### config.mk
export PLATFORM = sky130hd
export DESIGN_NAME = sit_queue
export DESIGN_NICKNAME = d
export VERILOG_FILES = /design/src/sv/sit_pkg.sv /design/src/sv/sit_queue.sv
export SDC_FILE = /design/constraint.sdc
export NUM_CORES = 1
export LEC_CHECK = 0
export ABC_AREA = 1
export BUFFER_PORTS_ARGS = -buffer_cell sky130_fd_sc_hd__buf_2
export CAP_MARGIN = 20
export CORE_ASPECT_RATIO = 0.75
export CORE_UTILIZATION = 35
export CTS_BUF_LIST = sky130_fd_sc_hd__clkbuf_2 sky130_fd_sc_hd__clkbuf_4 sky130_fd_sc_hd__clkbuf_8
export CTS_CLUSTER_SIZE = 28
export DETAILED_ROUTE_END_ITERATION = 8
export GPL_ROUTABILITY_DRIVEN = 0
export GPL_TIMING_DRIVEN = 0
export SYNTH_ARGS = -nofsm -noshare
export SYNTH_HDL_FRONTEND = slang
export SYNTH_SLANG_ARGS = --single-unit
export TNS_END_PERCENT = 50
### constraint.sdc
create_clock -name clk -period 11.4 [get_ports clk]
set_clock_uncertainty 0.2 [all_clocks]
set_input_delay 2.28 -clock clk [delete_from_list [all_inputs] [get_ports clk]]
set_output_delay 2.28 -clock clk [all_outputs]
set_load 0.005 [all_outputs]
### src/sv/sit_pkg.sv
// Shared types and constants for the segment intersection test core.
package sit_pkg;

	localparam int COORD_W = 16;
	localparam int DW = COORD_W + 1;
	localparam int PW = 2 * COORD_W + 2;
	localparam int SW = 2 * COORD_W + 3;
	localparam int NW = 2 * COORD_W + 2;
	localparam int QW = COORD_W + 1;
	localparam int QUEUE_DEPTH = 8;

	typedef logic signed [COORD_W-1:0] coord_t;

	typedef struct packed {
		coord_t seg_a_x0;
		coord_t seg_a_y0;
		coord_t seg_a_x1;
		coord_t seg_a_y1;
		coord_t seg_b_x0;
		coord_t seg_b_y0;
		coord_t seg_b_x1;
		coord_t seg_b_y1;
	} seg_t;

	typedef struct packed {
		logic   hit;
		coord_t cross_x;
		coord_t cross_y;
	} res_t;

	// Classified pair handed from the front end to the divider back end.
	typedef struct packed {
		logic               hit;
		logic               par;
		logic [NW-1:0]      na;
		logic [NW-1:0]      den;
		coord_t             ax0;
		coord_t             ay0;
		logic [COORD_W-1:0] mx;
		logic [COORD_W-1:0] my;
		logic               nx;
		logic               ny;
	} job_t;

	typedef struct packed {
		logic [NW-1:0] r;
		logic [QW-1:0] q;
	} div_t;

endpackage

### src/sv/sit_queue.sv
// Short queue that decouples the classifier from the divider pipeline.
module sit_queue import sit_pkg::*; #(
	parameter int DEPTH = QUEUE_DEPTH
) (
	input  logic                       clk,
	input  logic                       arst_n,
	input  logic                       push,
	input  job_t                       wr_job,
	input  logic                       pop,
	output job_t                       rd_job,
	output logic [$clog2(DEPTH+1)-1:0] count
);
	localparam int AW = $clog2(DEPTH);
	localparam int CW = $clog2(DEPTH + 1);

	job_t mem_q [DEPTH];
	logic [AW-1:0] wr_ptr_q, rd_ptr_q;
	logic [CW-1:0] count_q;

	assign count  = count_q;
	assign rd_job = mem_q[rd_ptr_q];

	always_ff @(posedge clk) begin
		if (push) begin
			mem_q[wr_ptr_q] <= wr_job;
		end
	end

	always_ff @(posedge clk or negedge arst_n) begin
		if (!arst_n) begin
			wr_ptr_q <= '0;
			rd_ptr_q <= '0;
			count_q  <= '0;
		end else begin
			if (push) begin
				wr_ptr_q <= (wr_ptr_q == AW'(DEPTH - 1)) ? '0 : wr_ptr_q + 1'b1;
			end
			if (pop) begin
				rd_ptr_q <= (rd_ptr_q == AW'(DEPTH - 1)) ? '0 : rd_ptr_q + 1'b1;
			end
			if (push && !pop) begin
				count_q <= count_q + 1'b1;
			end else if (pop && !push) begin
				count_q <= count_q - 1'b1;
			end
		end
	end

	assert property (@(posedge clk) disable iff (!arst_n) push |-> count_q != CW'(DEPTH) || pop)
		else $error("queue push while full");
	assert property (@(posedge clk) disable iff (!arst_n) pop |-> count_q != '0)
		else $error("queue pop while empty");
	assert property (@(posedge clk) disable iff (!arst_n) count_q <= CW'(DEPTH))
		else $error("queue count beyond depth");

endmodule

After elaboration in Yosys (flattened, before gate mapping) --
Memory sizes are Yosys's and may differ from the RTL's. Index checks and enable logic that the tools add are counted.
Storage, ports and cells: bits in registers 10, bits in latches 0, memory bits (writable) 1088, bits in read-only memories 0, input port bits 140, output and inout bits 140, word-level logic and storage cells 21, memories kept 1
Cells by class: add/sub/neg operators 4, multiply operators 0, divide/modulo/power cells 0, $lt $le $gt $ge 0, eq/ne operators 2, shift-type cells 0, multiplexer cells 6, bitwise logic cells 0, reduce and logical (&&, ||, !) cells 5
Memory list:
- mem_q | words 8, bits a word 136, rd ports 1, clocked after Yosys merged registers in 0, wr ports 1, RTL line sit_queue.sv:16 | job_t mem_q [DEPTH];
Operator list (number):
- 2-to-1 mux 4 bit | 2
- adder 3 x 1 -> 3 bit, second input constant | 2
- equality test 3 bit, second input constant | 2
- 2-to-1 mux 3 bit | 2
- adder 4 x 1 -> 4 bit, second input constant | 1
- subtractor 4 x 1 -> 4 bit, second input constant | 1
- logical AND 1 bit | 2
- logical NOT 1 bit | 2
- 2-to-1 mux 1 bit | 2
- nonzero test 2 bit | 1

Longest topological paths before layout --
depth after elaboration 4, mapped depth 10, mapped depth without buffers 10

Least setup slack after synthesis --
No wires, ideal clock.
path type input to register, from input port push, to memory mem_q[1][0] (netlist name) (enable), library setup time 634 ps, arrival time 8042 ps, data required time 10566 ps, setup slack 2524 ps, stages on the path 2, buffers on the path 0, path through nand2_1 > nor2_1
On the way: longest elaborated chain between the ends 2
RTL lines:
- from (decl) | RTL line sit_queue.sv:7 | input logic push,
- 2-to-1 mux 1 bit | RTL line sit_queue.sv:24 | if (push) begin
- 2-to-1 mux 1 bit (not written as such) | RTL line sit_queue.sv:25 | mem_q[wr_ptr_q] <= wr_job;
- to (decl) | RTL line sit_queue.sv:16
Every way passes these cells.

==> impl_results.md <==
- Reg2reg end: mem_q[6][75]$_DFFE_PP_
- Post-Route WL: between 100 and 150 mm
- Number of global-route vias before repair: 30600
- Die Y: 320 µm
- Worst setup startpoint: rd_ptr_q[1]$_DFFE_PN0P_
- Sw Share: 0.374
- Initial antenna violation count: 29
- Worst-Margin Slew: 1.02 ns
- Synthesized cell area: approximately 47000 µm²
- RSZ-0062 raised after global routing: no
- Yosys reg bits: 1098
- Nets: 5429
- CP endpoint: rd_job[133]
- Comb power frac: 0.350
- Number of synthesized flops with an enable pin: 1088
- DRC: 0
- Crit Path Category: register to output pin
- Slew Limit Fails: 0
- Post-CTS setup buffer count: 0
- Count of input and output buffers: 279
- Critical path startpoint category: register
- Rows: 116
- Syn avg cell area: 9.87 µm²
- Clock Latency Late Sink: 0.87 ns
- R2R depth: 6
- Critical path capture point type: output pin
- HPWL after DPL: 84.3 mm
- WL met2: roughly 60 mm
- Post-cts resize count: 0
- Clk pwr share: 0.261
- Share of cells above drive strength 1: 0.141
- Worst-path clk slew: 0.06 ns
- Seq/Total Area, Yosys: 0.698
- Final Hold Vio Count: 0
- Worst R2R Start: wr_ptr_q[0]$_DFFE_PN0P_
- Post-synth ARST share: 0.00911
- Total internal power: 8.07 mW
- Area grow syn2layout: 17.1%
- Pwr dens: 233 nW/µm²
- Core outline area: about 130000 µm²
- Worst-path fanout max: 12
- Finish-stage setup viols: 0
- Final Critical Period: 5.95 ns
- Die ar.: 136000 µm²
- Pre-Repair DR Iteration Count: 5
- Lkg Pwr: roughly 24 nW
- IO Pins: 280
- Clock Path Buffers: 3
- Routed len/inst: between 15 and 20 µm
- Clock Sinks: ~1100
- Max Cap Viol: 0
- Total track usage: 0.191
- Reg2reg setup slack: 8.61 ns
- Seq pwr share: 0.389
- P_sw: 4.82 mW
- Area share of the largest cell type after synthesis: 0.693
- Cell variety after synth: 17
- Chip width: about 430 µm
- Fillers: 12800
- Met3 routed WL: 8.24 mm
- Overflow after GRT: 0
- Count leader, synth: nand2_1
- Outcome: complete, no violations
- Initial core utilization: 0.353
- CTS tree: yes
- Critical path required time: 8.92 ns
- First-pass GRT wire length: 192 mm
- Drt via density: approximately 4.4
- Worst slack at placement: 6.35 ns
- Initial DRC count: 2475
- Largest cells by area after synthesis: edfxtp_1, nand2_1, nor2_1
- Highest Signal Layer: met5
- Clock buffer count from CTS: 180
- Crit path DAT: about 3.5 ns
- Fin worst setup slack: between 5 and 6 ns
- CTS Hold Buffers Added: 0
- ANT nets after route: 0
- Peak supply drop: 0.119 mV
- Vias post-DR: around 32000
- Post-synth top cells: nand2_1, nor2_1, edfxtp_1
- Largest net degree at the start of global routing: 30
- Yosys top cell by area: edfxtp_1
- Met1 WL: 58.3 mm
- Main synth FF type: edfxtp_1
- Tcrit/Tclk final: 0.522
- Hold crit path type: register to register
- Fmax: between 0.15 and 0.2 GHz
- H-tree levels: 4
- Fin util: 0.413
- Max_slew headroom: 0.318
- Setup Total Neg Slack: 0 ns
- Clk root buf: clkbuf_8
- Syn_nets: 4923
- Post-Synthesis Cells: ~4800
- Yosys warns: 0
[routing by layer]
layer	vias to the layer above	global-route usage
met4	16	0.0683
li1	15900	-
met3	233	0.0395
met1	14800	0.262
met5	-	0
met2	962	0.298
[worst max-delay path, stage by stage, from the launching register on]
cell and delay [ns]:
dfrtp_1 0.42, buf_2 0.49, buf_2 0.57, buf_2 0.44, nor2_1 0.09, nand2_1 0.07, nand2_1 0.05, nand2_1 0.05
nand2_1 0.18, buf_2 0.19
[through the flow]
step           hold slack, ns  cell area (µm²)  instances  power, mW
6_report                0.345            55200       7192       12.9
5_1_grt                 0.400            55200       7185       13.7
4_1_cts                 0.350            55200       7179       13.0
3_5_place_dp            0.337            51700       6869       9.66
3_3_place_gp            0.314            50800       6824       9.71
2_1_floorplan           0.300            47100       4775       7.76
[power by group through the flow]
stage                     Sequential (mW)  Clock, mW  Combinational (mW)
final                                5.02       3.37                4.51
after global routing                 5.05       3.62                5.05
after CTS                            5.02       3.45                4.58
after detailed placement             5.10          0                4.56
after global placement               5.30          0                4.41
after floorplan                      5.19          0                2.57
[state kept, by name, indices dropped and copies added (netlist names)]
register,flops
wr_ptr_q,3
mem_q,1088
count,4
rd_ptr_q,3
[how the worst min path moves through the flow]
| stage | from | end | cells after the start |
|---|---|---|---|
| 5_1_grt | count[3]$_DFFE_PN0P_ | count[3]$_DFFE_PN0P_ | 2 |
| 2_1_floorplan | count[2]$_DFFE_PN0P_ | count[2]$_DFFE_PN0P_ | 2 |
| 6_report | count[3]$_DFFE_PN0P_ | count[3]$_DFFE_PN0P_ | 2 |
| 3_5_place_dp | count[3]$_DFFE_PN0P_ | count[3]$_DFFE_PN0P_ | 2 |
| 3_3_place_gp | count[2]$_DFFE_PN0P_ | count[2]$_DFFE_PN0P_ | 2 |
| 4_1_cts | count[3]$_DFFE_PN0P_ | count[3]$_DFFE_PN0P_ | 2 |
[cells in the final DEF (no fill, tap or decap), types with 2 or more instances in the layout]
cell / count
buf_6: 3
ha_1: 7
nand3_1: 5
buf_2: 385
nor2_4: 8
a21oi_1: 2
inv_12: 2
xnor2_1: 2
buf_12: 40
clkbuf_2: 2
clkbuf_1: 28
inv_16: 2
dfrtp_1: 10
clkinvlp_4: 4
o21ai_0: 6
diode_2: 13
inv_1: 556
clkbuf_8: 182
clkbuf_4: 67
inv_6: 3
inv_8: 3
bufinv_16: 2
buf_16: 4
clkinv_2: 10
edfxtp_1: 1088
clkinv_1: 34
nand2_1: 1789
buf_4: 44
buf_1: 29
nor2_1: 1089
[logic make-up after synthesis]
logic type	synth area share
AND/OR/NAND/NOR	0.230
flip-flops	0.698
buffers and inverters	0.0677
AO/OA/AOI/OAI	0.000849
adder cells (fa/ha/maj)	0.00228
XOR/XNOR	0.000372
[cell type report]
class | instances | area (µm²) | share of cell area
tap | 1770 | 2210 | 0.0401
buffer | 211 | 1110 | 0.0201
inverter | 556 | 2090 | 0.0378
clock inverter | 61 | 417 | 0.00755
sequential | 1098 | 32900 | 0.596
antenna | 13 | 32.5 | 0.000589
timing repair buffer | 324 | 2320 | 0.0420
multi-input combinational | 2910 | 11100 | 0.201
clock buffer | 249 | 3010 | 0.0545
(Power assumes the default switching activity.)
